<file path="src/rtl/cmap_lex_pkg.sv">
// Package for the CMap token lexer: request and result types, token kinds
// and the character codes the scanner looks for. No dependencies.
`timescale 1ns / 1ps
`default_nettype none

package cmap_lex_pkg;

  // Token kinds as carried on the result channel
  typedef enum logic [2:0] {
    KIND_KEYWORD = 3'd0,
    KIND_NUMBER  = 3'd1,
    KIND_HEX     = 3'd2,
    KIND_NAME    = 3'd3,
    KIND_ARRAY   = 3'd4,
    KIND_DICT    = 3'd5,
    KIND_BADLT   = 3'd6
  } tok_kind_e;

  // Character codes
  localparam logic [7:0] CH_PERCENT = 8'h25;
  localparam logic [7:0] CH_LT      = 8'h3C;
  localparam logic [7:0] CH_GT      = 8'h3E;
  localparam logic [7:0] CH_LBRACK  = 8'h5B;
  localparam logic [7:0] CH_SLASH   = 8'h2F;
  localparam logic [7:0] CH_CR      = 8'h0D;
  localparam logic [7:0] CH_LF      = 8'h0A;
  localparam logic [7:0] CH_SPACE   = 8'h20;
  localparam logic [7:0] CH_TAB     = 8'h09;
  localparam logic [7:0] CH_0       = 8'h30;
  localparam logic [7:0] CH_9       = 8'h39;
  localparam logic [7:0] CH_LA      = 8'h61;
  localparam logic [7:0] CH_LF_HEX  = 8'h66;
  localparam logic [7:0] CH_UA      = 8'h41;
  localparam logic [7:0] CH_UF      = 8'h46;

  // One input request
  typedef struct packed {
    logic [7:0] in_byte;
    logic       stream_end;
  } in_item_t;

  // One result
  typedef struct packed {
    tok_kind_e  token_kind;
    logic [7:0] text_byte;
    logic       has_text;
    logic       token_last;
    logic       text_overflow;
    logic       end_seen;
  } out_item_t;

endpackage

`default_nettype wire

</file>
<file path="src/rtl/cmap_lex_core.sv">
// Scanner core: mode, text length and overflow state, plus the next-state
// and result logic for one byte. Depends on cmap_lex_pkg.
`timescale 1ns / 1ps
`default_nettype none

module cmap_lex_core
  import cmap_lex_pkg::*;
#(
  parameter int unsigned MAX_TOKEN_LEN = 1023
) (
  input  wire logic     clk_i,
  input  wire logic     rst_ni,
  input  wire logic     step_i,     // process item_i this cycle
  input  wire in_item_t item_i,
  output logic          res_valid_o,
  output out_item_t     res_o
);

  localparam int unsigned LenW = $clog2(MAX_TOKEN_LEN + 1);
  localparam logic [LenW-1:0] LenMax = LenW'(MAX_TOKEN_LEN);

  typedef enum logic [2:0] {
    MODE_IDLE    = 3'd0,
    MODE_COMMENT = 3'd1,
    MODE_LT      = 3'd2,
    MODE_HEX     = 3'd3,
    MODE_NUMBER  = 3'd4,
    MODE_NAME    = 3'd5,
    MODE_KEYWORD = 3'd6
  } mode_e;

  mode_e           mode_q, mode_d;
  logic [LenW-1:0] len_q, len_d;
  logic            ovf_q, ovf_d;

  logic       is_ws, is_hex, is_digit;
  logic       do_text, do_close, end_flag, idle_end;
  tok_kind_e  kind, mode_kind;
  mode_e      mode_next;
  logic [7:0] b;

  assign b        = item_i.in_byte;
  assign is_ws    = (b == CH_SPACE) || (b >= CH_TAB && b <= CH_CR);
  assign is_digit = (b >= CH_0) && (b <= CH_9);
  assign is_hex   = is_digit || (b >= CH_LA && b <= CH_LF_HEX) ||
                    (b >= CH_UA && b <= CH_UF);

  // Kind that a token in the current mode closes with
  always_comb begin
    unique case (mode_q)
      MODE_HEX:    mode_kind = KIND_HEX;
      MODE_NUMBER: mode_kind = KIND_NUMBER;
      MODE_NAME:   mode_kind = KIND_NAME;
      MODE_LT:     mode_kind = KIND_BADLT;
      default:     mode_kind = KIND_KEYWORD;
    endcase
  end

  // Decide what this byte does: text byte, token close, or nothing
  always_comb begin
    do_text   = 1'b0;
    do_close  = 1'b0;
    end_flag  = 1'b0;
    idle_end  = 1'b0;
    kind      = KIND_KEYWORD;
    mode_next = mode_q;
    if (item_i.stream_end) begin
      end_flag = 1'b1;
      if (mode_q == MODE_IDLE || mode_q == MODE_COMMENT) begin
        idle_end  = 1'b1;
        mode_next = MODE_IDLE;
      end else begin
        do_close = 1'b1;
        kind     = mode_kind;
      end
    end else begin
      unique case (mode_q)
        MODE_COMMENT: begin
          if (b == CH_CR || b == CH_LF) mode_next = MODE_IDLE;
        end
        MODE_LT: begin
          if (b == CH_LT) begin
            do_close = 1'b1;
            kind     = KIND_DICT;
          end else if (is_hex) begin
            do_text   = 1'b1;
            kind      = KIND_HEX;
            mode_next = MODE_HEX;
          end else begin
            do_close = 1'b1;
            kind     = KIND_BADLT;
          end
        end
        MODE_HEX: begin
          kind = KIND_HEX;
          if (b == CH_GT) do_close = 1'b1;
          else            do_text  = 1'b1;
        end
        MODE_NUMBER, MODE_NAME, MODE_KEYWORD: begin
          kind = mode_kind;
          if (is_ws) do_close = 1'b1;
          else       do_text  = 1'b1;
        end
        default: begin
          // idle: look for the start of a token
          if (is_ws) begin
            mode_next = MODE_IDLE;
          end else if (b == CH_PERCENT) begin
            mode_next = MODE_COMMENT;
          end else if (b == CH_LT) begin
            mode_next = MODE_LT;
          end else if (b == CH_LBRACK) begin
            do_close = 1'b1;
            kind     = KIND_ARRAY;
          end else if (b == CH_SLASH) begin
            mode_next = MODE_NAME;
          end else if (is_digit) begin
            do_text   = 1'b1;
            kind      = KIND_NUMBER;
            mode_next = MODE_NUMBER;
          end else begin
            do_text   = 1'b1;
            kind      = KIND_KEYWORD;
            mode_next = MODE_KEYWORD;
          end
        end
      endcase
    end
  end

  // Next state and result; idle always holds zero length and no overflow
  always_comb begin
    mode_d      = mode_next;
    len_d       = len_q;
    ovf_d       = ovf_q;
    res_valid_o = 1'b0;
    res_o       = '{token_kind: kind, text_byte: 8'h00, has_text: 1'b0,
                    token_last: 1'b0, text_overflow: ovf_q, end_seen: end_flag};
    if (idle_end) begin
      res_valid_o         = 1'b1;
      res_o.token_kind    = KIND_KEYWORD;
      res_o.text_overflow = 1'b0;
      len_d               = '0;
      ovf_d               = 1'b0;
    end else if (do_close) begin
      res_valid_o      = 1'b1;
      res_o.token_last = 1'b1;
      mode_d           = MODE_IDLE;
      len_d            = '0;
      ovf_d            = 1'b0;
    end else if (do_text) begin
      if (len_q >= LenMax) begin
        ovf_d = 1'b1;       // limit reached: drop the byte
      end else begin
        len_d          = len_q + LenW'(1);
        res_valid_o    = 1'b1;
        res_o.text_byte = b;
        res_o.has_text = 1'b1;
      end
    end
  end

  always_ff @(posedge clk_i or negedge rst_ni) begin
    if (!rst_ni) begin
      mode_q <= MODE_IDLE;
      len_q  <= '0;
      ovf_q  <= 1'b0;
    end else if (step_i) begin
      mode_q <= mode_d;
      len_q  <= len_d;
      ovf_q  <= ovf_d;
    end
  end

endmodule

`default_nettype wire

</file>
<file path="config.mk">
export PLATFORM = sky130hd
export DESIGN_NAME = cmap_lex_core
export DESIGN_NICKNAME = d
export VERILOG_FILES = /design/src/rtl/cmap_lex_pkg.sv /design/src/rtl/cmap_lex_core.sv
export SDC_FILE = /design/constraint.sdc
export NUM_CORES = 1
export LEC_CHECK = 0
export BUFFER_PORTS_ARGS = -buffer_cell sky130_fd_sc_hd__buf_2
export CAP_MARGIN = 40
export CORE_ASPECT_RATIO = 0.6
export CORE_MARGIN = 3
export CORE_UTILIZATION = 50
export CTS_CLUSTER_SIZE = 12
export DETAILED_ROUTE_END_ITERATION = 8
export HOLD_SLACK_MARGIN = 0.05
export PLACE_DENSITY = 0.81
export SYNTH_ARGS = -nofsm -noshare
export SYNTH_HDL_FRONTEND = slang
export SYNTH_SLANG_ARGS = --single-unit
</file>
<file path="constraint.sdc">
create_clock -name clk_i -period 2.5 [get_ports clk_i]
set_input_delay 0.25 -clock clk_i [delete_from_list [all_inputs] [get_ports clk_i]]
set_output_delay 0.25 -clock clk_i [all_outputs]
set_load 0.005 [all_outputs]
</file>
-- Word-level counts from Yosys, hierarchy flattened
Cells that the tools add are included.
- multiplexer cells: 70
- equal/unequal tests: 15
- reductions and logical operators: 16
- add/subtract/negate cells: 1
- $lt $le $gt $ge: 9
- operators by type and width (kind ; number):
    3-bit two-way mux ; 20
    10-bit two-way mux ; 5
    8-bit by 6-bit equality test with 1-bit output, second input constant ; 5
    1-bit two-way mux ; 35
    9-bit two-way mux ; 3
    3-bit one-hot mux with 4 select lines ; 2
    8-bit by 4-bit equality test with 1-bit output, second input constant ; 2
    8-bit by 7-bit >= comparator with 1-bit output, second input constant ; 2
    8-bit by 7-bit <= comparator with 1-bit output, second input constant ; 2
    10-bit by 1-bit adder with 10-bit output, second input constant ; 1
    10-bit >= comparator, second input constant ; 1
    3-bit equality test, second input constant ; 3
    3-bit one-hot mux with 3 select lines ; 1
    8-bit by 7-bit equality test with 1-bit output, second input constant ; 1
    8-bit by 4-bit >= comparator with 1-bit output, second input constant ; 1
    8-bit by 6-bit >= comparator with 1-bit output, second input constant ; 1
    8-bit by 4-bit <= comparator with 1-bit output, second input constant ; 1
    8-bit by 6-bit <= comparator with 1-bit output, second input constant ; 1
    1-bit one-hot mux with 4 select lines ; 2
    3-bit by 2-bit equality test with 1-bit output, second input constant ; 2
    3-bit AND reduction ; 2
    3-bit nonzero test ; 2
    1-bit logical OR ; 5
    1-bit logical AND ; 4
    other kinds (6) ; 7
- register bits: 14
- bits of input ports: 12
- output and inout port bits: 16
- logic and storage cells: 114

-- Logic depth before layout (Yosys ltp)
- depth after elaboration: 12
- mapped depth: 10
- mapped depth without buffers: 8

-- Worst setup path before layout
OpenSTA, ideal clock, no wires.
- path type: input to output
- from: input item_i[1] (netlist bit)
- to: output res_o[11] (netlist bit)
- arrival: 1.914 ns
- cell stages on the path: 9
- data required time: 2.250 ns
- path slack: 0.336 ns
- path buffers: 2
- cell sequence: buf_4 -> and3_1 -> o21ai_0 -> a31oi_1 -> o311a_4 -> or3_4 -> inv_4 -> buf_6 -> and2_2
- RTL lines (what ; RTL line ; RTL):
    from (decl) ; cmap_lex_core.sv:14 ; input wire in_item_t item_i,
    to (decl) ; cmap_lex_core.sv:16 ; output out_item_t res_o

==> metrics.md <==
| Metric | Value |
|---|---|
| P per Cell Area | `707 nW/um^2` |
| Cell variety after synth | `54` |
| Nets | `224` |
| Max Root-Sink Buffers | `2` |
| Ys flop type | `dfrtp_1` |
| Peak Freq | `414 MHz` |
| Kind of critical path | `flip-flop to primary output` |
| Internal cell power | `0.678 mW` |
| Fin util | `63.2%` |
| Peak VDD IR | `0.332 mV` |
| Routed wire length | `3880 microns` |
| CP max stage delay | `0.44 ns` |
| Synthesis warning total | `0` |
| Critical path buffers and inverters | `2` |
| IO Port Bufs | `27` |
| Leakage Power | `0.744 nW` |
| Num CTS Buffers | `3` |
| Cell Area, Synth | `1430 sq um` |
| Max_cap viols | `0` |
| Initial antenna violation count | `0` |
| Clk pwr share | `19.0%` |
| Relative max-transition margin | `68.4%` |
| Worst Path Arrival | `2.16 ns` |
| Fillers | `224` |
| Switching share of power | `41.9%` |
| Die area | `3570 sq um` |
| Placeable Area | `2610 sq um` |
| Crit path capture type | `primary output` |
| Syn Nets | `196` |
| Number of max-slew violations in the final report | `0` |
| Post-Layout Inst Area | `1650 sq um` |
| Synth Instances | `183` |
| 1st-pass router iterations | `5` |
| Reg power frac | `26.4%` |
| Clk slew on worst S/H paths | `0.06 ns` |
| Number of global-route vias before repair | `1,297` |
| R2R Path Start | `len_q[0]` |
| GPL Wtd Cong | `0.914` |
| Layout area overhead | `15.1%` |
| Fraction of registers with async set/reset | `100%` |
| Final setup viols | `0` |
| Row count | `14` |
| #FFs+latches synth | `14` |
| Fin crit share | `96.6%` |
| Worst min path class | `primary input to asynchronous set/reset pin` |
| CP cell instances | `ha_2 > and3_1 > and2_1 > and3_4 > or3_4 > inv_8 > and2_2 > buf_2` |
| DP Area | `1550 sq um` |
| Fin Clk Skew | `0.000915 ns` |
| First-pass GRT wire length | `6180 microns` |
| Chip height | `47.5 microns` |
| Share of cells above drive strength 1 | `27.6%` |
| Setup TNS | `0 ns` |
| Largest net degree at the start of global routing | `22` |
| Clock Latency Late Sink | `0.25 ns` |
| Post-synth EDFFs | `0` |
| CP Data Required Time | `2.25 ns` |
| Grt total ovfl | `0` |
| Detailed placer's ending HPWL | `2960 microns` |
| WL per Instance | `16.0 microns` |
| Sequential share of the synthesized area | `24.4%` |
| DIE WIDTH | `75.1 microns` |
| Starting Density | `54.9%` |
| Starting DRT DRC Count | `180` |
| Setup crit start | `len_q[0]` |
| Final min period | `2.41 ns` |
| Combinational Power Share | `54.6%` |
| H-tree levels | `1` |
| # diodes | `0` |
| Worst setup SP type | `flip-flop` |
| Switching power | `0.490 mW` |
| CP top delay family | `simple AND/OR/NAND/NOR gates` |
| TritonCTS clock tree | `done` |
| Average size of a mapped cell | `7.84 sq um` |
| Status | `finished, final reports clean` |
| CTS sink count | `14` |
| Final hold vios | `0` |
| CTS root buf | `clkbuf_8` |
| Worst-Margin Slew | `0.467 ns` |
| Via count | `1,563` |
| Global-route usage over all layers | `22.6%` |
| DRC violations left | `0` |
| Vias per cell | `6.46` |
| Antenna Nets Post-Route | `0` |
| Crit Path Max Fanout | `10` |
| CP max-delay cell | `or3_4` |
| I/O pin cnt | `28` |
power groups by stage:
stage	Clock [mW]	Sequential (mW)	Combinational [mW]
finish	0.221	0.308	0.637
global route	0.240	0.314	0.707
CTS	0.228	0.304	0.579
detailed placement	0	0.309	0.574
global placement	0	0.304	0.553
floorplan	0	0.279	0.428
worst reg2reg max path: stages (launching register included):
cell     delay (ns)
dfrtp_1        0.42
ha_2           0.22
and3_1         0.17
and2_1         0.16
and3_4         0.18
or3_4          0.44
inv_8          0.09
buf_4          0.12
buf_4          0.12
o21ai_2        0.08
a32o_1         0.24
sequential cells by signal, summed over array words and instances, names as in the netlist:
register	count
len_q	10
mode_q	3
ovf_q	1
path summary, 6_finish.rpt:
path / depth (start not counted) / to / slack [ns]
worst min-delay path: 2 / mode_q[1] / 0.42
worst min register to register: 1 / len_q[5] / 0.50
min in group clk_i: 3 / len_q[5] / 0.43
max in group asynchronous: 2 / mode_q[0] / 1.83
worst max register to register: 10 / len_q[0] / 0.15
worst max-delay path: 8 / res_o[11] / 0.09
cell usage after synthesis (2+ instances only):
master,n,area [sq um]
mux2i_1,3,30.0
and2_1,9,56.3
nor3b_1,2,15.0
o2111ai_1,2,17.5
nor2_1,17,63.8
a21oi_1,5,25.0
nor2b_1,4,25.0
buf_6,3,33.8
nor4_1,5,31.3
buf_4,2,15.0
a31oi_1,2,12.5
clkbuf_1,3,11.3
nand2_1,14,52.6
dfrtp_1,14,350
nand3_1,13,65.1
and4bb_2,2,25.0
o211ai_1,2,15.0
and3_1,6,37.5
nand3b_1,2,15.0
nand4_1,5,31.3
o22ai_1,3,18.8
nor4b_1,3,26.3
o21ai_2,2,17.5
a31o_2,2,17.5
a311o_1,2,20.0
nor3_1,4,20.0
buf_2,2,10.0
inv_1,7,26.3
o21ai_0,14,70.1
a21o_1,3,22.5
a22oi_1,2,15.0
a32o_1,2,20.0
cell usage in the layout (no fill, tap or decap), types with 2 or more instances in the layout:
| cell | n |
|---|---|
| a311o_1 | 2 |
| and2_1 | 9 |
| and4bb_2 | 2 |
| o2111ai_1 | 2 |
| a22oi_1 | 2 |
| o21ai_0 | 14 |
| o211ai_1 | 2 |
| a32o_1 | 2 |
| buf_4 | 7 |
| nor3_1 | 4 |
| nand3_1 | 13 |
| nand4_1 | 5 |
| and3_1 | 5 |
| a31o_2 | 2 |
| dfrtp_1 | 12 |
| a21o_1 | 3 |
| nand2_1 | 14 |
| nor4_1 | 5 |
| inv_1 | 7 |
| nor2b_1 | 4 |
| o21ai_2 | 2 |
| o22ai_1 | 3 |
| dfrtp_2 | 2 |
| a31oi_1 | 2 |
| nand3b_1 | 2 |
| nor2_1 | 17 |
| a21oi_1 | 5 |
| mux2i_1 | 3 |
| nor4b_1 | 3 |
| buf_2 | 27 |
| nor3b_1 | 2 |
| clkbuf_8 | 4 |
metrics by stage:
stage / hold WS [ns] / setup WS, ns / total power, mW / std cells
finish: 0.423 / 0.0857 / 1.17 / 242
floorplan: -0.0456 / 0.336 / 0.707 / 183
CTS: 0.412 / 0.0216 / 1.11 / 239
global placement: 0.160 / 0.213 / 0.857 / 234
global route: 0.434 / -0.00347 / 1.26 / 242
detailed placement: 0.160 / 0.135 / 0.883 / 234
what timing repair did:
item                                    CTS  global route
buffers inserted                          0             3
endpoints found under the hold margin    14             0
hold buffers                              1             0
gates resized for setup                   0             8
endpoints found under the setup margin    0             7
layout make-up:
type / count / area (sq um) / share of cell area (%)
sequential: 14 / 353 / 21.4
tap: 32 / 40.0 / 2.43
inverter: 8 / 37.5 / 2.27
timing repair buffer: 35 / 198 / 12.0
multi-input combinational: 149 / 967 / 58.6
clock buffer: 4 / 55.1 / 3.34
cell families (layout without fill, tap and decap cells):
family | after synthesis | after routing | synth area share [%]
flip-flops | 14 | 14 | 24.4
adder cells (fa/ha/maj) | 1 | 1 | 0.872
buffers and inverters | 20 | 47 | 8.64
AO/OA/AOI/OAI | 48 | 48 | 24.8
AND/OR/NAND/NOR | 97 | 97 | 39.2
multiplexers | 3 | 3 | 2.09
per-layer routing:
| layer | global-route usage [%] | share of wire, % | up-vias |
|---|---|---|---|
| li1 | - | - | 740 |
| met1 | 32.4 | 46 | 724 |
| met2 | 36.0 | 43 | 86 |
| met3 | 5.24 | 9.2 | 13 |
| met4 | 3.83 | 2.1 | 0 |
| met5 | 0 | 0 | - |
Note: power is estimated with default switching activity, not from simulation.
