File: config.mk
export PLATFORM = sky130hd
export DESIGN_NAME = cmap_lex_in_reg
export DESIGN_NICKNAME = d
export VERILOG_FILES = /design/src/rtl/cmap_lex_pkg.sv /design/src/rtl/cmap_lex_in_reg.sv
export SDC_FILE = /design/constraint.sdc
export NUM_CORES = 1
export LEC_CHECK = 0
export CAP_MARGIN = 15
export CORE_AREA = 5 5 42 44
export DETAILED_ROUTE_END_ITERATION = 10
export DIE_AREA = 0 0 47 49
export DONT_BUFFER_PORTS = 1
export PLACE_DENSITY = 0.42
export SKIP_CTS_REPAIR_TIMING = 1
export SLEW_MARGIN = 20
export SYNTH_ARGS = -nofsm -noshare
export SYNTH_HDL_FRONTEND = slang
export SYNTH_SLANG_ARGS = --single-unit
export TNS_END_PERCENT = 30
File: constraint.sdc
create_clock -name clk_i -period 1.7 [get_ports clk_i]
set_clock_uncertainty 0.05 [all_clocks]
set_input_delay 0.51 -clock clk_i [delete_from_list [all_inputs] [get_ports clk_i]]
set_output_delay 0.51 -clock clk_i [all_outputs]
set_load 0.01 [all_outputs]
File: src/rtl/cmap_lex_pkg.sv
// Package for the CMap token lexer: request and result types, token kinds
// and the character codes the scanner looks for. No dependencies.
`timescale 1ns / 1ps
`default_nettype none

package cmap_lex_pkg;

  // Token kinds as carried on the result channel
  typedef enum logic [2:0] {
    KIND_KEYWORD = 3'd0,
    KIND_NUMBER  = 3'd1,
    KIND_HEX     = 3'd2,
    KIND_NAME    = 3'd3,
    KIND_ARRAY   = 3'd4,
    KIND_DICT    = 3'd5,
    KIND_BADLT   = 3'd6
  } tok_kind_e;

  // Character codes
  localparam logic [7:0] CH_PERCENT = 8'h25;
  localparam logic [7:0] CH_LT      = 8'h3C;
  localparam logic [7:0] CH_GT      = 8'h3E;
  localparam logic [7:0] CH_LBRACK  = 8'h5B;
  localparam logic [7:0] CH_SLASH   = 8'h2F;
  localparam logic [7:0] CH_CR      = 8'h0D;
  localparam logic [7:0] CH_LF      = 8'h0A;
  localparam logic [7:0] CH_SPACE   = 8'h20;
  localparam logic [7:0] CH_TAB     = 8'h09;
  localparam logic [7:0] CH_0       = 8'h30;
  localparam logic [7:0] CH_9       = 8'h39;
  localparam logic [7:0] CH_LA      = 8'h61;
  localparam logic [7:0] CH_LF_HEX  = 8'h66;
  localparam logic [7:0] CH_UA      = 8'h41;
  localparam logic [7:0] CH_UF      = 8'h46;

  // One input request
  typedef struct packed {
    logic [7:0] in_byte;
    logic       stream_end;
  } in_item_t;

  // One result
  typedef struct packed {
    tok_kind_e  token_kind;
    logic [7:0] text_byte;
    logic       has_text;
    logic       token_last;
    logic       text_overflow;
    logic       end_seen;
  } out_item_t;

endpackage

`default_nettype wire

File: src/rtl/cmap_lex_in_reg.sv
// Input register stage: holds one byte request until the scanner takes it.
// Depends on cmap_lex_pkg.
`timescale 1ns / 1ps
`default_nettype none

module cmap_lex_in_reg
  import cmap_lex_pkg::*;
(
  input  wire logic     clk_i,
  input  wire logic     rst_ni,
  input  wire logic     valid_i,
  output logic          ready_o,
  input  wire in_item_t item_i,
  input  wire logic     take_i,     // scanner consumes the held request
  output logic          valid_o,
  output in_item_t      item_o
);

  logic     valid_q, valid_d;
  in_item_t item_q;

  // Free when empty or when the held request leaves this cycle
  assign ready_o = !valid_q || take_i;
  assign valid_d = ready_o ? valid_i : valid_q;

  always_ff @(posedge clk_i or negedge rst_ni) begin
    if (!rst_ni) begin
      valid_q <= 1'b0;
    end else begin
      valid_q <= valid_d;
    end
  end

  // Payload, no reset
  always_ff @(posedge clk_i) begin
    if (ready_o && valid_i) begin
      item_q <= item_i;
    end
  end

  assign valid_o = valid_q;
  assign item_o  = item_q;

endmodule

`default_nettype wire

## After elaboration in Yosys (flattened, before gate mapping)

Cells that the tools add are included.

- Reduce and logical (&&, ||, !) cells: 3

Operators by type and width:

| operator | number |
|---|---|
| 1-bit logical AND | 1 |
| 1-bit zero test | 1 |
| 1-bit logical OR | 1 |

- Input bits: 13
- Logic and storage cells: 6
- Bits in registers: 10

## Longest topological paths before layout

Gate-level depths: netlist of the first run.

- Depth after elaboration: 3
- Mapped depth: 2
- Depth with buffers taken out: 2

## Worst setup path after synthesis of the first run

Ideal clock, no wire load.

- Path type: input-to-output
- Start: in take_i
- End: out ready_o
- Data required time: 1.140 ns
- Buffers on the path: 0
- Stages: 1
- Arrival time: 0.646 ns
- Setup slack: 0.494 ns
- Cells stage by stage: nand2b_4

- Longest elaborated chain between the ends: 1

RTL lines:

| item | RTL line | text |
|---|---|---|
| start: declaration | cmap_lex_in_reg.sv:14 | `input wire logic take_i,` |
| 1-bit logical OR | cmap_lex_in_reg.sv:23 | `assign ready_o = !valid_q \|\| take_i;` |
| end: declaration | cmap_lex_in_reg.sv:12 | `output logic ready_o,` |

Every way passes these cells.

## Worst setup path in the final report of the first run

- Start: reg valid_q (netlist: valid_o)
- End: out ready_o

- Longest elaborated chain between the ends: 2

RTL lines:

| item | RTL line | text |
|---|---|---|
| start: declaration | cmap_lex_in_reg.sv:19 | `logic valid_q, valid_d;` |
| start signal: assignment | cmap_lex_in_reg.sv:30 | `valid_q <= valid_d;` |
| 1-bit zero test | cmap_lex_in_reg.sv:23 |  |
| 1-bit logical OR | cmap_lex_in_reg.sv:23 |  |

Every way passes these cells.

==> metrics.csv, run 1 <==
metric,value,unit
status,completed,
synth_warnings,0,
synth_most_common_cell,edfxtp_1,
synth_cell_types,5,
p_leak,0.132,nW
worstPathCellList,nand2b_4,
firstDrtPassIters,1,
ant_nets,0,
path_clk_slew,60,ps
rows,14,
synthTopCellsByArea,"edfxtp_1 83%, dfrtp_1 7.7%, nand2b_4 4.2%",
finalSetupViolations,0,
globalRouteTotalUtil,5.15,%
critPathSlowestCell,dfrtp_1,
grt_pass1_vias,157,
die_h,49,um
start_util,23.1,%
p_comb_share,3.1,%
io_pins,24,
crit_path_max_incr_delay,440,ps
total_power,0.474,mW
drt-total-wl,548,um
multi_input_area,28.8,sq um
synth_area_per_cell,24.9,sq um
vias_per_cell,3.76,
gp_congestion,0.529,
crit_family,flip-flops,
power_density,1250,nW/um^2
finalMaxSlewViolations,0,
port_buffers,0,
worstSkewPairLatency,250,ps
fin_crit_sh,80.4,%
power_switching,0.0921,mW
pwr-share-seq,62.9,%
die_area,2300,sq um
cts_tree,done,
numClockSinks,10,
syn_nets,26,
p_int,0.382,mW
ir_drop,0.395,mV
grt_max_degree,10,
netlist.area_leader.share,83.4,%
nFillCells,153,
drive_gt1_share,27.8,%
async_flop_share,10.0,%
cts_root_buffer,clkbuf_4,
hp-class,in2reg,
final_nets,32,
synth_top_flop_cell,edfxtp_1,
core,1400,sq um
setup.worst_path.end_class,output pin,
synthTopCellsByCount,"9 x edfxtp_1, 1 x and2_4, 1 x dfrtp_1, 1 x nand2b_1, 1 x nand2b_4",
wl_per_cell,16.1,um
max_freq,0.732,GHz
numCtsBuffers,3,
synthCells,13,
rsz0062_at_grt,no,
netlist.top_cell.by_area,edfxtp_1,
area_growth,17.4,%
die_x,47,um
arrival,810,ps
synth.ff_latch_count,10,
grt.overflow.total,0,
worst_slew_margin_rel,86.9,%
num_antenna_cells,0,
worstMarginPinSlew,197,ps
synth.yosys.seq_area_share,91.1,%
syn_area,324,sq um
synth_edf_count,9,
crit_required,1140,ps
setup_tns,0,ps
fin_crit,1370,ps
cp_num_buf_inv,0,
worstPathMaxFanout,3,
antenna_found_initial,0,
dr.first_iter.drc_count,0,
p_clk_share,34.0,%
remaining_drc_errors,0,
num_vias,128,
cp-start-kind,flop,
worstSetupPathType,reg2out,
grt_pass1_wl,772,um
hold_viol_final,0,
switching_share,19.4,%
max_cap_violations,0,
cts_max_path_buffers,2,
regArea,295,sq um
cts-htree-levels,1,
metal layers:
| metal | wire, um | global-route usage, % | part of all wire [%] |
|---|---|---|---|
| met3 | 59 | 3.32 | 11 |
| met5 | 0 | 0 | 0 |
| met1 | 185 | 5.30 | 34 |
| met2 | 302 | 7.01 | 55 |
| met4 | 0 | 4.15 | 0 |
kinds of logic (layout without fill, tap and decap cells):
group	count (synthesis)	after routing	synth area share [%]
DFF	10	10	91.1
and+or+nand+nor	3	3	8.88
buffers and inverters	0	5	0
worst paths after layout:
check	startpoint	endpoint	slack (ps)	depth (start not counted)
max	valid_o	ready_o	330	1
min	item_i[4]	item_o[4]	300	0
max reg2reg	valid_o	item_o[1]	580	2
min reg2reg	valid_o	valid_o	580	2
max in group asynchronous	rst_ni	valid_o	1090	1
min in group asynchronous	rst_ni	valid_o	410	1
flip-flops by register name, indices dropped and copies added, names as in the netlist:
name     count
valid_o      1
item_o       9
power groups by stage:
stage / Sequential, mW / Clock [mW] / Combinational, mW
after global placement: 0.304 / 0 / 0.0128
after global routing: 0.299 / 0.178 / 0.0169
final: 0.298 / 0.161 / 0.0149
after detailed placement: 0.304 / 0 / 0.0133
after CTS: 0.299 / 0.168 / 0.0133
after floorplan: 0.301 / 0 / 0.0112
through the flow:
stage               hold WS [ps]  area, sq um  std cells  utilization [%]  worst slack, ps
floorplan                    164          324         13                -              494
global placement             164          344         29             24.6              489
detailed placement           164          344         29             24.6              485
CTS                         -107          370         33             26.4              319
global route                 286          380         34             27.1              290
finish                       296          380         34             27.1              334
cells in the final DEF, fill, tap and decap left out, drive strengths merged:
cell / n
dfrtp: 1
edfxtp: 9
nand2b: 2
and2: 1
dlygate4sd3: 1
clkbuf: 4
cell type report:
type,instances,share of cell area [%]
Clock buffer,4,6.91
Multi-Input combinational cell,3,7.57
Sequential cell,10,77.6
Tap cell,16,5.26
Timing Repair Buffer,1,2.63
(Power assumes the default switching activity.)
==> run 2: changes to the inputs <==
--- a/config.mk
+++ b/config.mk
@@ -5,12 +5,13 @@
 export SDC_FILE = /design/constraint.sdc
 export NUM_CORES = 1
 export LEC_CHECK = 0
+export ABC_AREA = 1
 export CAP_MARGIN = 15
 export CORE_AREA = 5 5 42 44
 export DETAILED_ROUTE_END_ITERATION = 10
 export DIE_AREA = 0 0 47 49
 export DONT_BUFFER_PORTS = 1
-export PLACE_DENSITY = 0.42
+export PLACE_DENSITY = 0.41
 export SKIP_CTS_REPAIR_TIMING = 1
 export SLEW_MARGIN = 20
 export SYNTH_ARGS = -nofsm -noshare
==> constraint.sdc (replaced) <==
create_clock -name clk_i -period 1.4 [get_ports clk_i]
set_clock_uncertainty 0.05 [all_clocks]
set_input_delay 0.42 -clock clk_i [delete_from_list [all_inputs] [get_ports clk_i]]
set_output_delay 0.42 -clock clk_i [all_outputs]
set_load 0.01 [all_outputs]
==> metrics.csv, run 2 <==
metric,value,unit,change
nFillCells,157,,+2.6%
layout_commonest_cell,edfxtp_1,,
syn_area,315,sq um,-2.7%
rows,14,,unchanged
worstMarginPinSlew,164,ps,-32.6 ps
cts_max_path_buffers,2,,unchanged
ir_drop,0.495,mV,+25%
vias_per_cell,3.89,,+3.4%
die_x,47,um,unchanged
synth_edf_count,9,,unchanged
synth_top_flop_cell,edfxtp_1,,
numClockSinks,10,,unchanged
synth.yosys.seq_area_share,93.7,%,+2.5 points
die_area,2300,sq um,unchanged
area_growth,20.2,%,
reg2regPathDepth,2,,unchanged
firstDrtPassIters,1,,unchanged
wl_per_cell,14.7,um,-8.8%
synthTopCellsByCount,"9 x edfxtp_1, 2 x inv_1, 2 x nand2_1, 1 x a21oi_1, 1 x dfrtp_1",,
crit_path_max_incr_delay,430,ps,about the same
syn_nets,28,,+7.7%
worstSkewPairLatency,250,ps,about the same
port_buffers,0,,unchanged
power_density,1510,nW/um^2,+21%
drive_gt1_share,19.0,%,-8.7 points
rr_endpoint,item_o[5],,
hp-class,in2reg,,
crit_end,ready_o,,
p_leak,0.139,nW,+5.5%
crit_family,flip-flops,,
grt_pass1_vias,175,,+11%
finalMaxSlewViolations,0,,unchanged
rr_startpoint,valid_o,,
arrival,830,ps,+20 ps
remaining_drc_errors,0,,unchanged
synth_area_per_cell,21.0,sq um,-16%
final_nets,35,,+9.4%
path_clk_slew,70,ps,about the same
worstSetupPathType,reg2out,,
dr.first_iter.drc_count,0,,unchanged
drt-total-wl,544,um,-0.73%
setup_tns,0,ps,unchanged
synthCells,15,,+2
numCtsBuffers,3,,unchanged
synthTopCellsByArea,"edfxtp_1 86%, dfrtp_1 7.9%, inv_1 2.4%",,
grt_max_degree,10,,unchanged
rsz0062_at_grt,no,,
cts_root_buffer,clkbuf_4,,
die_h,49,um,unchanged
cts_tree,done,,
fin_crit,1300,ps,
num_vias,144,,+13%
crit_start,valid_o,,
num_antenna_cells,0,,unchanged
cts-htree-levels,1,,unchanged
fin_crit_sh,93.1,%,
r2r_slack,290,ps,-290 ps
worstPathCellList,nand2_1,,
largest_reg_flops,9,,unchanged
gp_congestion,0.580,,+9.5%
grt_pass1_wl,759,um,-1.7%
synth.ff_latch_count,10,,unchanged
io_pins,24,,unchanged
critPathSlowestCell,dfrtp_1,,
synth_cell_types,5,,unchanged
status,completed,,
cp-start-kind,flop,,
async_flop_share,10.0,%,unchanged
worstPathMaxFanout,3,,unchanged
netlist.top_cell.by_area,edfxtp_1,,
finalSetupViolations,0,,unchanged
worst_slew_margin_rel,89.0,%,+2.2 points
layout_common_cells,"9 x edfxtp_1, 3 x clkbuf_4, 2 x inv_1, 2 x nand2_1",,
cp.depth,1,,unchanged
synth_most_common_cell,edfxtp_1,,
core,1400,sq um,unchanged
synth_warnings,0,,unchanged
cp_num_buf_inv,0,,unchanged
crit_required,930,ps,-210 ps
netlist.area_leader.share,85.7,%,+2.3 points
globalRouteTotalUtil,4.92,%,-0.22 points
grt.overflow.total,0,,unchanged
max_cap_violations,0,,unchanged
hold_viol_final,0,,unchanged
setup.worst_path.end_class,output pin,,
start_util,22.5,%,-0.63 points
holdWs,202,ps,-93.7 ps
max_freq,0.767,GHz,
antenna_found_initial,0,,unchanged
ant_nets,0,,unchanged
-- run 2: cell types whose count changed after synthesis, sizes merged --
cell    change
nand2b      -2
inv         +2
a21oi       +1
nand2       +2
and2        -1
-- run 2: metrics by stage --
step | cell area, sq um | total power, mW | setup WS (ps) | std cells | util [%]
2_1_floorplan | 315 | 0.376 | 30.2 | 15 | -
3_3_place_gp | 343 | 0.383 | 293 | 32 | 24.5
3_5_place_dp | 343 | 0.383 | 287 | 32 | 24.5
4_1_cts | 369 | 0.582 | 77.2 | 36 | 26.3
5_1_grt | 379 | 0.602 | 40.0 | 37 | 27.1
6_report | 379 | 0.573 | 96.6 | 37 | 27.1
-- run 2: layout make-up --
cell class,instances,area [sq um],share of cell area [%]
Sequential cell,10,295,77.9
Clock buffer,3,22.5,5.94
Tap cell,16,20.0,5.28
Timing Repair Buffer,2,17.5,4.62
Multi-Input combinational cell,3,12.5,3.30
Inverter,2,7.51,1.98
Clock inverter,1,3.75,0.990
-- run 2: per-layer routing --
layer / share of wire, % / global-route usage (%) / vias up
met4: 0 / 2.76 / 0
met5: 0 / 0 / -
li1: - / - / 66
met3: 18 / 6.27 / 0
met1: 38 / 4.35 / 62
met2: 44 / 6.11 / 16
-- run 2: cells by family after synthesis --
group	count (synthesis)	synth area share, %
buffers and inverters	2	2.38
flip-flops	10	93.6
AND/OR/NAND/NOR	2	2.38
AO/OA/AOI/OAI	1	1.59
-- run 2: worst min-delay path by stage --
stage	from	to	slack [ps]	depth (start not counted)
after floorplan	rst_ni	valid_o	70	0
final	item_i[1]	item_o[1]	200	0
after CTS	rst_ni	valid_o	-200	0
after global placement	rst_ni	valid_o	70	0
after global routing	item_i[0]	item_o[0]	190	0
after detailed placement	rst_ni	valid_o	70	0
-- run 2: power breakdown --
group | switching, mW | total (mW) | internal [mW]
combinational | 0.0109 | 0.0171 | 0.00614
clock | 0.0930 | 0.195 | 0.103
sequential | 0.0147 | 0.361 | 0.346
total | 0.119 | 0.573 | 0.455
==> run 3: changes to the inputs <==
--- a/config.mk
+++ b/config.mk
@@ -8,6 +8,7 @@
 export ABC_AREA = 1
 export CAP_MARGIN = 15
 export CORE_AREA = 5 5 42 44
+export CTS_BUF_LIST = sky130_fd_sc_hd__clkbuf_16
 export DETAILED_ROUTE_END_ITERATION = 10
 export DIE_AREA = 0 0 47 49
 export DONT_BUFFER_PORTS = 1
==> metrics.csv, run 3 (synthesis results as in run 2) <==
metric,value,unit,change
critPathSlowestCell,dfrtp_1,,
worstMarginPinSlew,164,ps,-0.00846 ps
numClockSinks,10,,unchanged
timing.final.ws_setup,126,ps,+29.7 ps
crit_end,ready_o,,
worstSkewPairLatency,230,ps,-20 ps
worst_slew_margin_rel,89.0,%,about the same
core,1400,sq um,unchanged
numCtsBuffers,3,,unchanged
area_growth,36.9,%,
grt.overflow.total,0,,unchanged
cp_num_buf_inv,0,,unchanged
max_freq,0.785,GHz,+2.3%
io_pins,24,,unchanged
cts_max_path_buffers,2,,unchanged
status,completed,,
finalSetupViolations,0,,unchanged
remaining_drc_errors,0,,unchanged
setup_tns,0,ps,unchanged
largest_reg_flops,9,,unchanged
max_cap_violations,0,,unchanged
layout_commonest_cell,edfxtp_1,,
drt-total-wl,540,um,-0.74%
drive_gt1_share,19.0,%,unchanged
final_nets,35,,unchanged
rr_endpoint,item_o[5],,
reg2regPathDepth,2,,unchanged
r2r_slack,280,ps,about the same
crit_required,930,ps,about the same
hp-class,in2reg,,
rows,14,,unchanged
start_util,22.5,%,unchanged
cp-start-kind,flop,,
grt_pass1_wl,759,um,unchanged
cts-htree-levels,1,,unchanged
die_area,2300,sq um,unchanged
rsz0062_at_grt,no,,
path_clk_slew,40,ps,-30 ps
grt_max_degree,10,,unchanged
cts_tree,done,,
worstPathCellList,nand2_1,,
crit_family,flip-flops,,
antenna_found_initial,0,,unchanged
dr.first_iter.drc_count,0,,unchanged
setup.worst_path.end_class,output pin,,
cts_root_buffer,clkbuf_16,,
power_density,2020,nW/um^2,+34%
layout_common_cells,"9 x edfxtp_1, 3 x clkbuf_16, 2 x inv_1, 2 x nand2_1",,
ant_nets,0,,unchanged
num_vias,145,,+0.69%
fin_crit,1270,ps,-29.7 ps
pre_cts_ws,287,ps,unchanged
worstPathMaxFanout,3,,unchanged
num_antenna_cells,0,,unchanged
vias_per_cell,3.92,,+0.69%
cp.depth,1,,unchanged
crit_path_max_incr_delay,420,ps,about the same
worstSetupPathType,reg2out,,
arrival,800,ps,-30 ps
p_leak,0.162,nW,+17%
crit_start,valid_o,,
finalMaxSlewViolations,0,,unchanged
globalRouteTotalUtil,4.77,%,-0.15 points
port_buffers,0,,unchanged
die_h,49,um,unchanged
rr_startpoint,valid_o,,
grt_pass1_vias,177,,+1.1%
firstDrtPassIters,1,,unchanged
hold_viol_final,0,,unchanged
die_x,47,um,unchanged
ir_drop,0.785,mV,+59%
fin_crit_sh,91.0,%,-2.1 points
wl_per_cell,14.6,um,-0.74%
gp_congestion,0.580,,unchanged
[run 3: worst min-delay path by stage]
stage | start | endpoint | slack, ps | cells after the start
2_1_floorplan | rst_ni | valid_o | 70 | 0
3_3_place_gp | rst_ni | valid_o | 70 | 0
3_5_place_dp | rst_ni | valid_o | 70 | 0
4_1_cts | rst_ni | valid_o | -170 | 0
5_1_grt | item_i[0] | item_o[0] | 230 | 0
6_report | item_i[1] | item_o[1] | 230 | 0
[run 3: per-stage QoR]
step                total power, mW  cell area, sq um  cells  utilization (%)  hold WS [ps]
finish                        0.874               432     37             30.8           233
global route                  0.900               432     37             30.8           227
CTS                           0.878               422     36             30.1          -166
detailed placement            0.383               343     32             24.5          74.4
global placement              0.383               343     32             24.5          74.4
floorplan                     0.376               315     15                -          74.4
[run 3: where the power goes]
part | leakage, nW | internal, mW | total (mW) | switching (mW)
Combinational | 0.0270 | 0.00614 | 0.0174 | 0.0112
Sequential | 0.0965 | 0.348 | 0.363 | 0.0147
Clock | 0.0385 | 0.373 | 0.494 | 0.120
Total | 0.162 | 0.727 | 0.874 | 0.146
[run 3: cell type report]
| cell class | count | area [sq um] |
|---|---|---|
| Clock buffer | 3 | 75.1 |
| Inverter | 2 | 7.51 |
| Timing Repair Buffer | 2 | 17.5 |
| Fill cell | 153 | 970 |
| Sequential cell | 10 | 295 |
| Tap cell | 16 | 20.0 |
| Clock inverter | 1 | 3.75 |
| Multi-Input combinational cell | 3 | 12.5 |
[run 3: metal layers]
metal  global-route usage (%)  up-vias  wire [um]
met4                     2.76        0          0
met5                        0        -          0
met3                     5.17        0         96
met1                     4.56       64        213
met2                     6.11       16        230
li1                         -       65          -
