### config.mk
export PLATFORM = sky130hd
export DESIGN_NAME = cmap_lex_out_reg
export DESIGN_NICKNAME = d
export VERILOG_FILES = /design/src/rtl/cmap_lex_pkg.sv /design/src/rtl/cmap_lex_out_reg.sv
export SDC_FILE = /design/constraint.sdc
export NUM_CORES = 1
export LEC_CHECK = 0
export ABC_AREA = 1
export BUFFER_PORTS_ARGS = -buffer_cell sky130_fd_sc_hd__buf_2
export CAP_MARGIN = 20
export CORE_MARGIN = 2
export CORE_UTILIZATION = 36
export CTS_CLUSTER_SIZE = 25
export DETAILED_ROUTE_END_ITERATION = 12
export PLACE_DENSITY = 0.76
export SYNTH_ARGS = -nofsm -noshare
export SYNTH_HDL_FRONTEND = slang
export SYNTH_SLANG_ARGS = --single-unit
### constraint.sdc
create_clock -name clk_i -period 1.98 [get_ports clk_i]
set_input_delay 0.099 -clock clk_i [delete_from_list [all_inputs] [get_ports clk_i]]
set_output_delay 0.099 -clock clk_i [all_outputs]
set_load 0.05 [all_outputs]
### src/rtl/cmap_lex_pkg.sv
// Package for the CMap token lexer: request and result types, token kinds
// and the character codes the scanner looks for. No dependencies.
`timescale 1ns / 1ps
`default_nettype none

package cmap_lex_pkg;

  // Token kinds as carried on the result channel
  typedef enum logic [2:0] {
    KIND_KEYWORD = 3'd0,
    KIND_NUMBER  = 3'd1,
    KIND_HEX     = 3'd2,
    KIND_NAME    = 3'd3,
    KIND_ARRAY   = 3'd4,
    KIND_DICT    = 3'd5,
    KIND_BADLT   = 3'd6
  } tok_kind_e;

  // Character codes
  localparam logic [7:0] CH_PERCENT = 8'h25;
  localparam logic [7:0] CH_LT      = 8'h3C;
  localparam logic [7:0] CH_GT      = 8'h3E;
  localparam logic [7:0] CH_LBRACK  = 8'h5B;
  localparam logic [7:0] CH_SLASH   = 8'h2F;
  localparam logic [7:0] CH_CR      = 8'h0D;
  localparam logic [7:0] CH_LF      = 8'h0A;
  localparam logic [7:0] CH_SPACE   = 8'h20;
  localparam logic [7:0] CH_TAB     = 8'h09;
  localparam logic [7:0] CH_0       = 8'h30;
  localparam logic [7:0] CH_9       = 8'h39;
  localparam logic [7:0] CH_LA      = 8'h61;
  localparam logic [7:0] CH_LF_HEX  = 8'h66;
  localparam logic [7:0] CH_UA      = 8'h41;
  localparam logic [7:0] CH_UF      = 8'h46;

  // One input request
  typedef struct packed {
    logic [7:0] in_byte;
    logic       stream_end;
  } in_item_t;

  // One result
  typedef struct packed {
    tok_kind_e  token_kind;
    logic [7:0] text_byte;
    logic       has_text;
    logic       token_last;
    logic       text_overflow;
    logic       end_seen;
  } out_item_t;

endpackage

`default_nettype wire

### src/rtl/cmap_lex_out_reg.sv
// Result register: holds one result until the output side takes it.
// Depends on cmap_lex_pkg.
`timescale 1ns / 1ps
`default_nettype none

module cmap_lex_out_reg
  import cmap_lex_pkg::*;
(
  input  wire logic      clk_i,
  input  wire logic      rst_ni,
  input  wire logic      load_i,    // a scanner step completes this cycle
  input  wire logic      res_valid_i,
  input  wire out_item_t res_i,
  output logic           free_o,    // can accept a scanner step
  output logic           valid_o,
  input  wire logic      ready_i,
  output out_item_t      item_o
);

  logic      valid_q, valid_d;
  out_item_t item_q;

  assign free_o = !valid_q || ready_i;

  always_comb begin
    valid_d = valid_q;
    if (free_o) valid_d = load_i && res_valid_i;
  end

  always_ff @(posedge clk_i or negedge rst_ni) begin
    if (!rst_ni) begin
      valid_q <= 1'b0;
    end else begin
      valid_q <= valid_d;
    end
  end

  // Payload, no reset
  always_ff @(posedge clk_i) begin
    if (free_o && load_i && res_valid_i) begin
      item_q <= res_i;
    end
  end

  assign valid_o = valid_q;
  assign item_o  = item_q;

endmodule

`default_nettype wire

== Yosys cells after proc, flatten, opt, wreduce, memory -nomap -nowiden ==
Cells that the tools add are included.

* Word-level logic and storage cells: 12
* Input port bits: 20
* Register bits: 16

* Reduce and logical (&&, ||, !) cells: 5

{| class="wikitable"
|+ Operator list
! cell !! count
|-
| 1-bit logical AND || 3
|-
| 1-bit logical NOT || 1
|-
| 1-bit logical OR || 1
|}

== Depth between registers and ports, before layout ==
Gate-level depths: netlist of run 1.

* Depth after elaboration: 4
* Gate-level depth with buffers: 3
* Depth with buffers taken out: 3

== Worst setup path after synthesis of run 1 ==
Ideal clock, no wire load.

* Path type: flip-flop to flip-flop
* Start point: register valid_q, in the netlist valid_o
* End point: register item_q, in the netlist item_o[0] (enable)
* Setup time: 392 ps
* Buffers on the path: 0
* Cell stages (with the launch flop): 2
* Clock period less this slack: 1,830 ps
* Setup slack: 150 ps
* Arrival: 1,438 ps
* Required time: 1,588 ps
* Path through: dfrtp_1 > a21oi_1

* Cells in the longest elaborated chain, start to end: 4

{| class="wikitable"
|+ RTL lines
! what !! line !! source
|-
| start: declaration || cmap_lex_out_reg.sv:20 || <nowiki>logic valid_q, valid_d;</nowiki>
|-
| start signal: assignment || cmap_lex_out_reg.sv:34 || <nowiki>valid_q <= valid_d;</nowiki>
|-
| 1-bit logical NOT || cmap_lex_out_reg.sv:23 || <nowiki>assign free_o = !valid_q || ready_i;</nowiki>
|-
| 1-bit logical OR || cmap_lex_out_reg.sv:23 ||
|-
| 1-bit logical AND (2 in series) || cmap_lex_out_reg.sv:40 || <nowiki>if (free_o && load_i && res_valid_i) begin</nowiki>
|-
| end signal: assignment || cmap_lex_out_reg.sv:41 || <nowiki>item_q <= res_i;</nowiki>
|-
| end: declaration || cmap_lex_out_reg.sv:21 || <nowiki>out_item_t item_q;</nowiki>
|}

Every way passes these cells.
A chain may end at the register's enable or synchronous reset.

== Final worst setup path of run 1 ==
* Start point: register valid_q, in the netlist valid_o
* End point: output port free_o

* Cells in the longest elaborated chain, start to end: 2

{| class="wikitable"
|+ RTL lines
! what !! line !! source
|-
| 1-bit logical NOT || cmap_lex_out_reg.sv:23 ||
|-
| 1-bit logical OR || cmap_lex_out_reg.sv:23 ||
|-
| end: declaration || cmap_lex_out_reg.sv:14 || <nowiki>output logic free_o,</nowiki>
|}

Every way passes these cells.

==> flow_metrics.py, run 1 <==
metrics = {
    "outcome": {
        "outcome": "finished, final reports clean",
    },
    "sta": {
        "rsz0062_at_grt": "no",
        "fin_setup_tns_ns": 0,
        "setup_ws_ns": 0.847,
        "final.min_clock_period_ns": 1.13,
        "fin_worst_skew_ns": 0.00540,
        "hold_violations": 0,
        "setup_viol": 0,
        "fmax_mhz": 883,
        "worstMarginPinSlew_ns": 0.256,
        "maxSlewViolCount": 0,
        "worst_hold_slack_ns": 0.0354,
        "period_share_pct": 57.2,
        "slew_headroom_pct": 83.1,
    },
    "drt": {
        "drc": 0,
        "drt_iter0_drc": 7,
        "ant_nets": 0,
        "totalWireLength_um": 1140,
        "wl_met2_um": 578,
        "highest_layer": "met3",
        "dr.pass1.iters": 3,
        "wire_per_inst_um": 12.1,
        "vias": 391,
        "vias_per_cell": 4.16,
        "dr_wl_met3_um": 154,
        "wl_met1_um": 407,
    },
    "floorplan": {
        "start_util_pct": 38.1,
        "rows": 13,
        "die_y_um": 41.1,
        "core_um2": 1300,
        "die_area_um2": 1690,
        "fp.dieW_um": 41.1,
        "io_pins": 37,
    },
    "layout": {
        "utilization_pct": 68.8,
        "multi_input_area_um2": 16.3,
        "nets": 100,
        "fin_area_um2": 896,
        "n_antenna_cell": 0,
        "num-fill-cells": 104,
        "syn_to_final_growth_pct": 80.8,
        "drive_gt1_share_pct": 51.9,
        "finalNonFillerCells": 94,
        "register_area_um2": 475,
    },
    "place": {
        "dp_hpwl_um": 776,
        "globalplace.congestion": 0.623,
        "pre_cts_ws_ns": 0.919,
        "dpl-instance-area_um2": 709,
        "portBuffers": 36,
        "dp.cells": 74,
    },
    "hold_path": {
        "hold_path_end": "valid_o",
        "holdCritStartpoint": "res_valid_i",
        "hp-class": "in -> reg",
        "hold_depth": 3,
    },
    "logic_synthesis": {
        "ys.flop_type": "edfxtp_1",
        "synth.distinct_cells": 5,
        "synth.area.top_cells": "edfxtp_1, dfrtp_1, nand2_1, a21oi_1, inv_1",
        "synth_area_um2": 495,
        "yosys-top-cells-count": "edfxtp_1, nand2_1, a21oi_1, dfrtp_1, inv_1",
        "yosysWarnings": 0,
        "syn_area_per_cell_um2": 23.6,
        "netlist_instances": 21,
        "synth_top_area_share_pct": 90.9,
        "synthesis.nets": 41,
        "synth-edff-count": 15,
        "yosysMostFrequentCell": "edfxtp_1",
        "synth-seq-cells": 16,
        "synth_top_area_cell": "edfxtp_1",
        "yosysSeqAreaShare_pct": 96.0,
        "async_flop_share_pct": 6.25,
    },
    "power_and_ir_drop": {
        "p_leak_nw": 0.401,
        "clkPwrFrac_pct": 24.9,
        "power_mw": 0.689,
        "p_switching_mw": 0.181,
        "p_per_area_nw_per_um2": 769,
        "ir_drop_uv": 566,
        "p_int_mw": 0.508,
        "seq_power_share_pct": 56.8,
        "switching_share_pct": 26.3,
        "p_comb_share_pct": 18.3,
    },
    "setup_path": {
        "crit_buf_inv": 1,
        "critPathMaxStageDelay_ns": 0.40,
        "endpoint_kind": "primary output",
        "critPathKind": "reg -> out",
        "r2r_setup_slack_ns": 0.90,
        "crit_chain": "nand2_1, buf_2",
        "r2r-start": "valid_o",
        "cp-startpoint": "valid_o",
        "crit_family": "flip-flops",
        "worst_ep_arrival_time_ns": 1.03,
        "crit_slowest_cell": "dfrtp_1",
        "crit_required_ns": 1.88,
        "critPathMaxFanout": 3,
        "r2r-end": "item_o[7]",
        "start_kind": "flip-flop",
        "reg2reg_depth": 2,
    },
    "clock_tree": {
        "cts_sinks": 16,
        "cts_root_buf": "clkbuf_4",
        "cts-resized-gates": 0,
        "clk_latency_ns": 0.28,
        "clk_pin_slew_ns": 0.09,
        "ctsLongestPathBuffers": 2,
        "htree_levels": 1,
        "cts_buffers": 3,
        "cts_tree": "done",
    },
    "grt": {
        "grt_usage_pct": 16.9,
        "grt_pass1_vias": 406,
        "grt_first_pass_wirelength_um": 1700,
        "overflow": 0,
        "antenna_found_initial": 0,
        "grt_max_degree": 10,
    },
    "run": {
        "maxCapViolCount": 0,
    },
}
-- final cells by class --
cell class / count / share of cell area [%]
flip-flops and latches: 16 / 53.1
repair buffers: 54 / 39.7
clock buffers: 3 / 2.51
well taps: 15 / 2.09
multi-input cells: 4 / 1.82
clock inverters: 1 / 0.419
inverters: 1 / 0.419
-- how the worst max path moves through the flow --
stage	to	slack (ns)	cells past startpoint
after CTS	free_o	0.83	2
after floorplan	item_o[0]	0.15	1
after global placement	item_o[14]	0.94	2
after detailed placement	item_o[7]	0.92	2
final	free_o	0.85	2
after global routing	free_o	0.80	2
-- cell families after synthesis --
| logic type | synth area share [%] |
|---|---|
| buffers and inverters | 0.757 |
| AO/OA/AOI/OAI | 1.01 |
| AND/OR/NAND/NOR | 2.27 |
| flip-flops | 96.0 |
-- worst reg2reg max path: cells and delay by family (launching register included) --
family | cells | cell delay (ns)
compound gates | 1 | 0.19
flops | 1 | 0.40
buf+inv | 1 | 0.20
-- registers in the layout (all words and copies together) (netlist names) --
signal,cells
item_o,15
valid_o,1
-- cells in the final DEF (no fill, tap or decap) --
cell type / n
inv_1: 1
clkbuf_4: 3
nand2_1: 3
dfrtp_1: 1
clkinv_1: 1
a21oi_1: 1
buf_4: 2
dlygate4sd3_1: 16
buf_2: 36
edfxtp_1: 15
-- routing by layer --
layer | global-route usage (%) | vias to the layer above
met4 | 7.26 | 0
met5 | 0 | -
met3 | 7.61 | 0
met2 | 30.1 | 27
met1 | 16.7 | 170
li1 | - | 194
-- power groups by stage --
stage,clock network [mW],registers (mW),logic [mW]
CTS,0.180,0.392,0.126
finish,0.172,0.391,0.126
global route,0.191,0.393,0.134
global placement,0,0.399,0.0999
detailed placement,0,0.399,0.102
floorplan,0,0.451,0.0125
-- repair_timing --
action                                 CTS  global route
endpoints found under the hold margin   16             0
setup buffers                            0             0
hold buffers                            16             0
Note: power is estimated with default switching activity, not from simulation.
==> run 2, diff against run 1 <==
CORE_UTILIZATION = 33   (was 36)
PLACE_DENSITY = 0.74   (was 0.76)
clock period = 0.9 ns   (was 1.98 ns; I/O delays follow)
==> run 2 against run 1 <==
- the run now ends with negative setup slack left
- worst setup slack got worse by 1.0 ns
- global-route usage decreased by 2.9 points
- register-to-register slack got worse by 1.0 ns
- clock power is 110% higher
- combinational power rose to 2.7 times the previous value
- sequential power up 120%
- sequential share of layout area fell by 7.4 points
- via count up 4.3%
- die area grew 8.2%
- first-iteration DRC count fell by 86%
- wire length rose by 17%
- critical endpoint unchanged
==> flow_metrics.py, run 2 (synthesized netlist as in run 1, its figures left out) <==
metrics = {
    "setup_path": {
        "crit_slowest_cell": "dfrtp_2",
        "crit_family": "flip-flops",
        "cp-startpoint": "valid_o",
        "endpoint_kind": "primary output",
        "r2r-start": "valid_o",
        "critPathMaxFanout": 2,
        "crit_buf_inv": 2,
        "start_kind": "flip-flop",
        "critPathMaxStageDelay_ns": 0.44,
        "critPathKind": "reg -> out",
        "worst_ep_arrival_time_ns": 1.05,
        "crit_chain": "buf_6, nand2_4, buf_8",
        "crit_required_ns": 0.85,
    },
    "clock_tree": {
        "clk_pin_slew_ns": 0.09,
        "cts_buffers": 3,
        "cts_sinks": 16,
        "ctsLongestPathBuffers": 2,
        "clk_latency_ns": 0.27,
        "cts_root_buf": "clkbuf_4",
        "cts_tree": "done",
        "htree_levels": 1,
    },
    "place": {
        "portBuffers": 36,
        "dp.cells": 74,
        "pre_cts_ws_ns": -0.115,
        "dpl-instance-area_um2": 734,
        "globalplace.congestion": 0.639,
    },
    "floorplan": {
        "core_um2": 1350,
        "rows": 13,
        "fp.dieW_um": 42.8,
        "die_y_um": 42.8,
        "die_area_um2": 1830,
        "start_util_pct": 36.7,
        "io_pins": 37,
    },
    "sta": {
        "setup_ws_ns": -0.191,
        "period_share_pct": 121,
        "fin_worst_skew_ns": 0.00707,
        "final.min_clock_period_ns": 1.09,
        "maxSlewViolCount": 0,
        "fmax_mhz": 916,
        "worstMarginPinSlew_ns": 0.247,
        "setup_viol": 19,
        "slew_headroom_pct": 83.6,
        "rsz0062_at_grt": "yes",
        "hold_violations": 0,
    },
    "drt": {
        "drt_iter0_drc": 1,
        "totalWireLength_um": 1340,
        "vias_per_cell": 4.29,
        "dr.pass1.iters": 2,
        "wire_per_inst_um": 14.1,
        "drc": 0,
        "ant_nets": 0,
        "vias": 408,
    },
    "layout": {
        "syn_to_final_growth_pct": 111,
        "drive_gt1_share_pct": 56.3,
        "num-fill-cells": 76,
        "final_cell_mix": "buf_2, dlygate4sd3_1, buf_6, edfxtp_1, clkbuf_4",
        "fin_area_um2": 1040,
        "final_common_cell": "buf_2",
        "n_antenna_cell": 0,
        "largest_reg_flops": 15,
        "finalNonFillerCells": 95,
        "utilization_pct": 77.3,
        "nets": 101,
    },
    "hold_path": {
        "hp-class": "in -> reg",
        "holdCritStartpoint": "res_valid_i",
    },
    "outcome": {
        "violations": "negative setup slack",
        "outcome": "complete, but fails checks",
    },
    "grt": {
        "grt_pass1_vias": 427,
        "grt_first_pass_wirelength_um": 1800,
        "grt_max_degree": 16,
        "grt_usage_pct": 14.0,
        "overflow": 0,
        "antenna_found_initial": 0,
    },
    "run": {
        "maxCapViolCount": 0,
    },
    "power_and_ir_drop": {
        "p_leak_nw": 0.452,
        "p_per_area_nw_per_um2": 1520,
        "power_mw": 1.59,
        "ir_drop_uv": 1160,
    },
}
-- run 2: changes by cell type in the layout (fill, tap and decap cells not counted), sizes merged --
cell  delta
buf      +1
-- run 2: final cells by class --
cell class	instances	area [um^2]	share of cell area, %
repair buffers	55	483	46.3
clock buffers	3	22.5	2.16
flip-flops and latches	16	477	45.7
well taps	15	18.8	1.80
multi-input cells	4	35.0	3.36
clock inverters	1	3.75	0.360
inverters	1	3.75	0.360
-- run 2: tightest hold or removal path: cells and delay by family --
family	cells	cell delay, ns
buffers and inverters	1	0.07
AND/OR/NAND/NOR	2	0.16
-- run 2: layer usage --
layer  share of wire, %  vias to the layer above  track usage [%]
met5                  0                        -                0
met4                1.0                        0             5.63
met3                9.6                        2             4.26
met2                 52                       30             25.5
met1                 37                      178             14.8
li1                   -                      198                -
-- run 2: final timing paths --
check / end / slack, ns / cells past startpoint
min: valid_o / 0.03 / 3
max reg2reg: item_o[11] / -0.14 / 2
min reg2reg: valid_o / 0.76 / 4
max: free_o / -0.19 / 3
max in group asynchronous: valid_o / 0.69 / 2
min in group asynchronous: valid_o / 0.12 / 2
-- run 2: stage by stage --
| stage | TNS, ns | hold slack (ns) |
|---|---|---|
| floorplan | -5.36 | -0.251 |
| global placement | -1.41 | -0.180 |
| detailed placement | -1.75 | -0.179 |
| CTS | -2.41 | 0.0315 |
| global route | -2.71 | 0.0527 |
| finish | -2.36 | 0.0295 |
-- run 2: power by group --
| group | leakage (nW) | total (mW) | switching (mW) | internal (mW) |
|---|---|---|---|---|
| sequential | 0.151 | 0.872 | 0.0177 | 0.854 |
| clock | 0.0154 | 0.368 | 0.208 | 0.160 |
| combinational | 0.286 | 0.346 | 0.186 | 0.160 |
| total | 0.452 | 1.59 | 0.411 | 1.17 |
-- run 2: repair_timing --
action / in CTS / in global routing
endpoints found under the setup margin: 28 / 33
buffers inserted: 1 / 0
hold buffers: 16 / 0
resized for setup: 20 / 20
endpoints found under the hold margin: 16 / 0
cloned: 0 / 0
==> run 3, diff against run 2 <==
--- a/config.mk
+++ b/config.mk
@@ -13,4 +13,5 @@
 export CTS_CLUSTER_SIZE = 25
 export DETAILED_ROUTE_END_ITERATION = 12
+export HOLD_SLACK_MARGIN = 0.03
 export PLACE_DENSITY = 0.74
 export SYNTH_ARGS = -nofsm -noshare
==> constraint.sdc (replaced) <==
create_clock -name clk_i -period 0.9 [get_ports clk_i]
set_input_delay 0.09 -clock clk_i [delete_from_list [all_inputs] [get_ports clk_i]]
set_output_delay 0.09 -clock clk_i [all_outputs]
set_load 0.05 [all_outputs]
==> run 3 against run 2 <==
- the flow still finishes with violations (negative setup slack)
- non-clock buffer count unchanged
- clock-buffer cell count is the same
- design area is 0.60% higher
- combinational power increased by 2%
- critical path type is now reg -> reg
- largest cell class unchanged
- highest routed layer unchanged
==> flow_metrics.py, run 3 (synthesized netlist as in run 1, its figures left out) <==
metrics = {
    "outcome": {
        "outcome": "complete, but fails checks",
        "violations": "negative setup slack",
    },
    "floorplan": {
        "die_area_um2": 1830,
        "rows": 13,
        "core_um2": 1350,
        "io_pins": 37,
        "fp.dieW_um": 42.8,
        "die_y_um": 42.8,
        "start_util_pct": 36.7,
    },
    "drt": {
        "totalWireLength_um": 1300,
        "vias_per_cell": 4.35,
        "wire_per_inst_um": 13.7,
        "dr.pass1.iters": 4,
        "drc": 0,
        "ant_nets": 0,
        "drt_iter0_drc": 6,
        "vias": 413,
    },
    "power_and_ir_drop": {
        "ir_drop_uv": 1070,
        "p_leak_nw": 0.455,
        "power_mw": 1.59,
        "p_per_area_nw_per_um2": 1520,
    },
    "clock_tree": {
        "cts_root_buf": "clkbuf_4",
        "clk_latency_ns": 0.27,
        "cts_buffers": 3,
        "clk_pin_slew_ns": 0.09,
        "htree_levels": 1,
        "cts_tree": "done",
        "cts_sinks": 16,
        "ctsLongestPathBuffers": 2,
    },
    "grt": {
        "grt_max_degree": 16,
        "overflow": 0,
        "grt_first_pass_wirelength_um": 1980,
        "grt_pass1_vias": 419,
        "grt_usage_pct": 15.7,
        "antenna_found_initial": 0,
    },
    "setup_path": {
        "crit_required_ns": 0.90,
        "start_kind": "flip-flop",
        "reg2reg_depth": 3,
        "r2r-end": "item_o[10]",
        "cp-startpoint": "valid_o",
        "r2r_setup_slack_ns": -0.25,
        "worst_ep_arrival_time_ns": 1.14,
        "endpoint": "item_o[10]",
        "critPathMaxFanout": 15,
        "r2r-start": "valid_o",
        "critPathKind": "reg -> reg",
        "endpoint_kind": "flip-flop",
    },
    "layout": {
        "syn_to_final_growth_pct": 112,
        "nets": 101,
        "final_cell_mix": "buf_2, buf_6, dlygate4sd3_1, edfxtp_1, clkbuf_4",
        "drive_gt1_share_pct": 56.3,
        "n_antenna_cell": 0,
        "final_common_cell": "buf_2",
        "largest_reg_flops": 15,
    },
    "sta": {
        "period_share_pct": 128,
        "final.min_clock_period_ns": 1.15,
        "fin_setup_tns_ns": -4.52,
        "worst_hold_slack_ns": 0.0830,
        "fin_worst_skew_ns": 0.00152,
        "hold_violations": 0,
        "setup_viol": 32,
        "maxSlewViolCount": 0,
        "worstMarginPinSlew_ns": 0.177,
        "setup_ws_ns": -0.249,
        "slew_headroom_pct": 88.2,
        "fmax_mhz": 870,
        "rsz0062_at_grt": "yes",
    },
    "place": {
        "globalplace.congestion": 0.637,
        "portBuffers": 36,
    },
    "hold_path": {
        "hp-class": "in -> reg",
    },
    "run": {
        "maxCapViolCount": 0,
    },
}
==> run 3: repair_timing <==
item,4_1_cts,5_1_grt
hold buffers,16,0
hold endpoints to repair,16,0
resized for setup,35,4
buffers inserted,1,0
setup endpoints to repair,32,32
==> run 3: worst min path at each step <==
stage | startpoint | endpoint | cells after the start
floorplan | rst_ni | valid_o | 0
global route | res_valid_i | valid_o | 3
detailed placement | rst_ni | valid_o | 1
finish | res_valid_i | valid_o | 3
CTS | res_valid_i | valid_o | 3
global placement | rst_ni | valid_o | 1
==> run 3: critical path, stage by stage (launching register included) <==
cell and delay (ns):
dfrtp_2 0.42, buf_4 0.14, a21oi_4 0.14, buf_12 0.16
==> run 3: power breakdown <==
| part | switching, mW | total [mW] | internal (mW) |
|---|---|---|---|
| registers | 0.0170 | 0.871 | 0.854 |
| clock network | 0.209 | 0.369 | 0.160 |
| logic | 0.188 | 0.354 | 0.166 |
==> run 3: final cells by class <==
class | instances | area (um^2)
clock buffer | 3 | 22.5
clock inverter | 1 | 3.75
fill | 86 | 300
inverter | 1 | 3.75
multi-input combinational | 4 | 35.0
sequential | 16 | 477
tap | 15 | 18.8
timing repair buffer | 55 | 489
==> run 3: per-stage QoR <==
stage / cells / instance area (um^2) / setup WS [ns] / util (%)
global route: 95 / 1050 / -0.275 / 77.8
finish: 95 / 1050 / -0.249 / 77.8
global placement: 74 / 734 / -0.0941 / 54.4
floorplan: 21 / 508 / -0.336 / -
CTS: 95 / 1040 / -0.246 / 77.0
detailed placement: 74 / 734 / -0.113 / 54.4
==> run 3: layer usage <==
layer | up-vias | global-route usage, % | share of wire [%]
met5 | - | 0 | 0
met4 | 0 | 7.50 | 0.46
met3 | 2 | 3.40 | 9.1
met2 | 34 | 27.0 | 49
met1 | 178 | 18.4 | 41
li1 | 199 | - | -
